===== src/rtl/small_register_machine_executor_assert.svh =====
// assertion macros for the register machine executor
`ifndef SMALL_REGISTER_MACHINE_EXECUTOR_ASSERT_SVH
`define SMALL_REGISTER_MACHINE_EXECUTOR_ASSERT_SVH

// same-cycle implication on the block clock
`define SRME_ASSERT_IMP(lbl, ante, cons, msg) \
  lbl: assert property (@(posedge clk_i) disable iff (!rst_ni) (ante) |-> (cons)) \
    else $error(msg);

// next-cycle implication on the block clock
`define SRME_ASSERT_NXT(lbl, ante, cons, msg) \
  lbl: assert property (@(posedge clk_i) disable iff (!rst_ni) (ante) |=> (cons)) \
    else $error(msg);

`endif


===== src/rtl/srme_pkg.sv =====
`timescale 1ns / 1ps
package srme_pkg;

  // opcodes
  localparam logic [3:0] OP_MOV = 4'd1;
  localparam logic [3:0] OP_LDR = 4'd2;
  localparam logic [3:0] OP_STR = 4'd3;
  localparam logic [3:0] OP_ADD = 4'd4;
  localparam logic [3:0] OP_SUB = 4'd5;
  localparam logic [3:0] OP_MUL = 4'd6;
  localparam logic [3:0] OP_DIV = 4'd7;
  localparam logic [3:0] OP_CMP = 4'd8;
  localparam logic [3:0] OP_JEQ = 4'd10;
  localparam logic [3:0] OP_JLT = 4'd12;
  localparam logic [3:0] OP_JGT = 4'd14;

  // operand kinds
  localparam logic [1:0] KIND_IMM   = 2'd1;
  localparam logic [1:0] KIND_REG   = 2'd2;
  localparam logic [1:0] KIND_LABEL = 2'd3;

  // fault codes
  localparam logic [1:0] FAULT_NONE   = 2'd0;
  localparam logic [1:0] FAULT_OPCODE = 2'd1;
  localparam logic [1:0] FAULT_LABEL  = 2'd2;

  // compare states
  localparam logic [1:0] CMP_NONE  = 2'd0;
  localparam logic [1:0] CMP_EQUAL = 2'd1;
  localparam logic [1:0] CMP_LESS  = 2'd2;
  localparam logic [1:0] CMP_MORE  = 2'd3;

  localparam int PtrW = 11;
  localparam int LenW = 17;

  typedef enum logic [2:0] {
    ST_CLEAR,
    ST_IDLE,
    ST_READ,
    ST_LOAD,
    ST_DIV,
    ST_DONE
  } state_e;

  typedef struct packed {
    logic busy;
    logic done;
  } div_stat_t;

endpackage


===== src/rtl/srme_div.sv =====
`timescale 1ns / 1ps
module srme_div (
  input  logic                  clk_i,
  input  logic                  rst_ni,
  input  logic                  start_i,
  input  logic [31:0]           dividend_i,
  input  logic [31:0]           divisor_i,
  output srme_pkg::div_stat_t   stat_o,
  output logic [31:0]           quotient_o
);
  import srme_pkg::*;

  logic [31:0] rem_q, rem_d;
  logic [31:0] quo_q, quo_d;
  logic [31:0] dvs_q;
  logic [4:0]  cnt_q, cnt_d;
  logic        busy_q, busy_d;
  logic        done_q, done_d;
  logic [32:0] shifted;
  logic [32:0] diff;

  // one restoring step per cycle
  always_comb begin
    shifted = {rem_q, quo_q[31]};
    diff    = shifted - {1'b0, dvs_q};
    rem_d   = rem_q;
    quo_d   = quo_q;
    cnt_d   = cnt_q;
    busy_d  = busy_q;
    done_d  = 1'b0;
    if (start_i) begin
      rem_d  = '0;
      quo_d  = dividend_i;
      cnt_d  = '0;
      busy_d = 1'b1;
    end else if (busy_q) begin
      if (!diff[32]) begin
        rem_d = diff[31:0];
        quo_d = {quo_q[30:0], 1'b1};
      end else begin
        rem_d = shifted[31:0];
        quo_d = {quo_q[30:0], 1'b0};
      end
      cnt_d = cnt_q + 5'd1;
      if (cnt_q == 5'd31) begin
        busy_d = 1'b0;
        done_d = 1'b1;
      end
    end
  end

  always_ff @(posedge clk_i or negedge rst_ni) begin
    if (!rst_ni) begin
      busy_q <= 1'b0;
      done_q <= 1'b0;
      cnt_q  <= '0;
    end else begin
      busy_q <= busy_d;
      done_q <= done_d;
      cnt_q  <= cnt_d;
    end
  end

  always_ff @(posedge clk_i) begin
    rem_q <= rem_d;
    quo_q <= quo_d;
    if (start_i) begin
      dvs_q <= divisor_i;
    end
  end

  assign stat_o.busy = busy_q;
  assign stat_o.done = done_q;
  assign quotient_o  = quo_q;

endmodule


===== config.mk =====
export PLATFORM = sky130hd
export DESIGN_NAME = srme_div
export DESIGN_NICKNAME = d
export VERILOG_FILES = /design/src/rtl/small_register_machine_executor_assert.svh /design/src/rtl/srme_pkg.sv /design/src/rtl/srme_div.sv
export SDC_FILE = /design/constraint.sdc
export NUM_CORES = 1
export LEC_CHECK = 0
export ABC_AREA = 0
export BUFFER_PORTS_ARGS = -buffer_cell sky130_fd_sc_hd__buf_2
export CELL_PAD_IN_SITES_DETAIL_PLACEMENT = 1
export CELL_PAD_IN_SITES_GLOBAL_PLACEMENT = 1
export CORE_UTILIZATION = 47
export DETAILED_ROUTE_END_ITERATION = 16
export GPL_ROUTABILITY_DRIVEN = 0
export PLACE_DENSITY_LB_ADDON = 0.1
export SYNTH_ARGS = -nofsm -noshare
export SYNTH_HDL_FRONTEND = slang
export SYNTH_SLANG_ARGS = --single-unit

===== constraint.sdc =====
create_clock -name clk_i -period 5.2 [get_ports clk_i]
set_input_delay 0.78 -clock clk_i [delete_from_list [all_inputs] [get_ports clk_i]]
set_output_delay 0.78 -clock clk_i [all_outputs]
set_load 0.005 [all_outputs]

==> out/results.ini <==
[sta]
hold_viol=0
final-setup-viol-count=0
fin_crit_ns=4.31
worst_clock_skew_ns=0.0130
max_freq_mhz=232
slew_headroom_pct=15.9
fin_crit_sh_pct=82.9
tightestPinTransition_ns=1.26
finalMaxSlewViolations=0
final.setup.tns_ns=0
rsz0062_at_grt=false

[setup_path]
worstReg2RegStart=quotient_o[31]
start_kind=flip-flop
rrSetupSlack_ns=0.89
timing.rr.end=rem_q[20]
arrival_ns=4.55
required_ns=5.44
path_class=flip-flop to flip-flop
reg2reg_depth=11
crit_path_end_kind=flip-flop
crit_path_max_fanout=34

[logic_synthesis]
syn_avg_cell_area_um2=9.94
async_flop_share_pct=6.80
syn_area_um2=6040
synth_cells=608
synth_edf_count=64
yosysSeqAreaShare_pct=45.3
ys_ff_latch=103
ys_warn_count=0
synth_fp_nets=710
synth_cell_type_count=54
synth_ff_type=edfxtp_1

[cells_and_area]
area_delta_synth_final_pct=14.5
final_util_pct=55.1
diodes=0
drive_gt1_share_pct=23.1
fin_nets=785
mostFrequentLayoutCells=buf_2 (99), edfxtp_1 (64), nor2_1 (48), o21ai_0 (42), inv_1 (40)
layout_commonest_cell=buf_2

[grt]
grt_use_total_pct=24.4
grt_max_degree=68
grt-ovfl-total=0
grt_pass1_vias=5074
grt_pass1_wl_mm=25.2
antenna_found_initial=0

[clock_tree]
insertion_delay_ns=0.36
post_cts_buffers=0
cts_max_path_buffers=2
cts_sinks=103
cts_resized=0
cts_tree=yes
clock-root-buffer=clkbuf_16
cts_buffers=9
clkTransAtPathRegs_ns=0.08
hold_buffers=0
htree_levels=3

[die]
initial_core_util_pct=48.1
die_area_um2=13300
coreArea_um2=12600
dieHeight_um=115
rows=41
dieWidth_um=115
ios=101

[drt]
dr.pass1.iters=4
vias_per_cell=5.77
via_count=4958
routed_wl_mm=15.6
wire_per_inst_um=18.1
drc=0
drt_iter0_markers=235
ant_nets=0

[power_and_ir_drop]
power_leakage_nw=3.06
ir_worst_vdd_mv=0.242
cellPowerDensity_nw_per_um2=461
power_w=0.00319

[hold_path]
min_path_type=input port to async pin

[placed_design]
io_buffers=100
hpwl_mm=11.0

[flow_run]
maxCapViolCount=0

[run_status]
status=finished, final reports clean

-- Yosys cell counts, types with 10 or more instances --
library cell	instances	area share, %
nor2_1	48	3.0
a21oi_1	30	2.5
a211oi_1	10	1.2
a311oi_1	26	3.8
a21o_1	12	1.5
mux2_2	31	5.8
nand2_1	30	1.9
dfxtp_1	32	11
xor2_1	12	1.7
nand3_1	30	2.5
edfxtp_1	64	32
o21ai_0	42	3.5
clkbuf_1	32	2.0
inv_1	40	2.5
xnor2_1	12	1.7
ha_1	34	7.0
-- worst max-delay path, cell delays in order (launching register included) --
cell	delay, ns
edfxtp_1	0.37
inv_1	0.06
ha_1	0.22
fa_1	0.38
nand2b_1	0.20
a21oi_1	0.30
o2111a_1	0.31
a211oi_2	0.11
a211oi_1	0.52
o21a_1	1.03
nor2_1	0.30
o311a_1	0.37
-- power breakdown --
group	switching, W	internal (W)	total, W
Sequential	0.000110	0.00103	0.00114
Combinational	0.000806	0.000570	0.00138
Clock	0.000340	0.000339	0.000679
Total	0.00126	0.00194	0.00319
-- registers in the layout, summed over array words and instances, names as in the netlist --
signal and count:
quotient_o 32, cnt_q 5, rem_q 32, busy_q 1, dvs_q 32, done_q 1
-- how the worst max path moves through the flow --
| stage | from | endpoint | slack, ns |
|---|---|---|---|
| 2_1_floorplan | quotient_o[31] | rem_q[28] | 2.10 |
| 3_3_place_gp | quotient_o[31] | rem_q[20] | 1.16 |
| 3_5_place_dp | quotient_o[31] | rem_q[8] | 0.93 |
| 4_1_cts | quotient_o[31] | rem_q[8] | 0.91 |
| 5_1_grt | quotient_o[31] | rem_q[20] | 0.47 |
| 6_report | quotient_o[31] | rem_q[20] | 0.89 |
-- final cells by class --
| class | count | area, um^2 |
|---|---|---|
| inverter | 40 | 150 |
| clock inverter | 6 | 61.3 |
| clock buffer | 10 | 229 |
| sequential | 103 | 2740 |
| fill | 1429 | 5650 |
| multi-input combinational | 423 | 2980 |
| tap | 172 | 215 |
| timing repair buffer | 106 | 548 |
-- kinds of logic (layout without fill, tap and decap cells) --
logic type,after synthesis,in the layout,synth area share (%)
flops,103,103,45.3
compound gates,166,166,18.9
fa+ha+maj,35,35,7.37
xor+xnor,24,24,3.48
mux,34,34,6.27
buf+inv,82,162,5.43
simple gates,164,164,13.2
-- metal layers --
metal	GRT usage, %	routed length [um]	vias to the layer above
li1	-	-	2417
met1	31.0	6950	2432
met2	41.2	7750	89
met3	5.06	632	20
met4	8.05	233	0
met5	0	0	-
-- per-stage QoR --
stage	cell area [um^2]	std cells	hold WS (ns)	setup WS (ns)
floorplan	6040	608	0.474	2.10
global placement	6630	844	0.490	1.16
detailed placement	6630	844	0.498	0.935
CTS	6920	860	0.228	0.911
global route	6920	860	0.234	0.467
finish	6920	860	0.234	0.890
No activity file was read; power rests on OpenSTA's default activity.
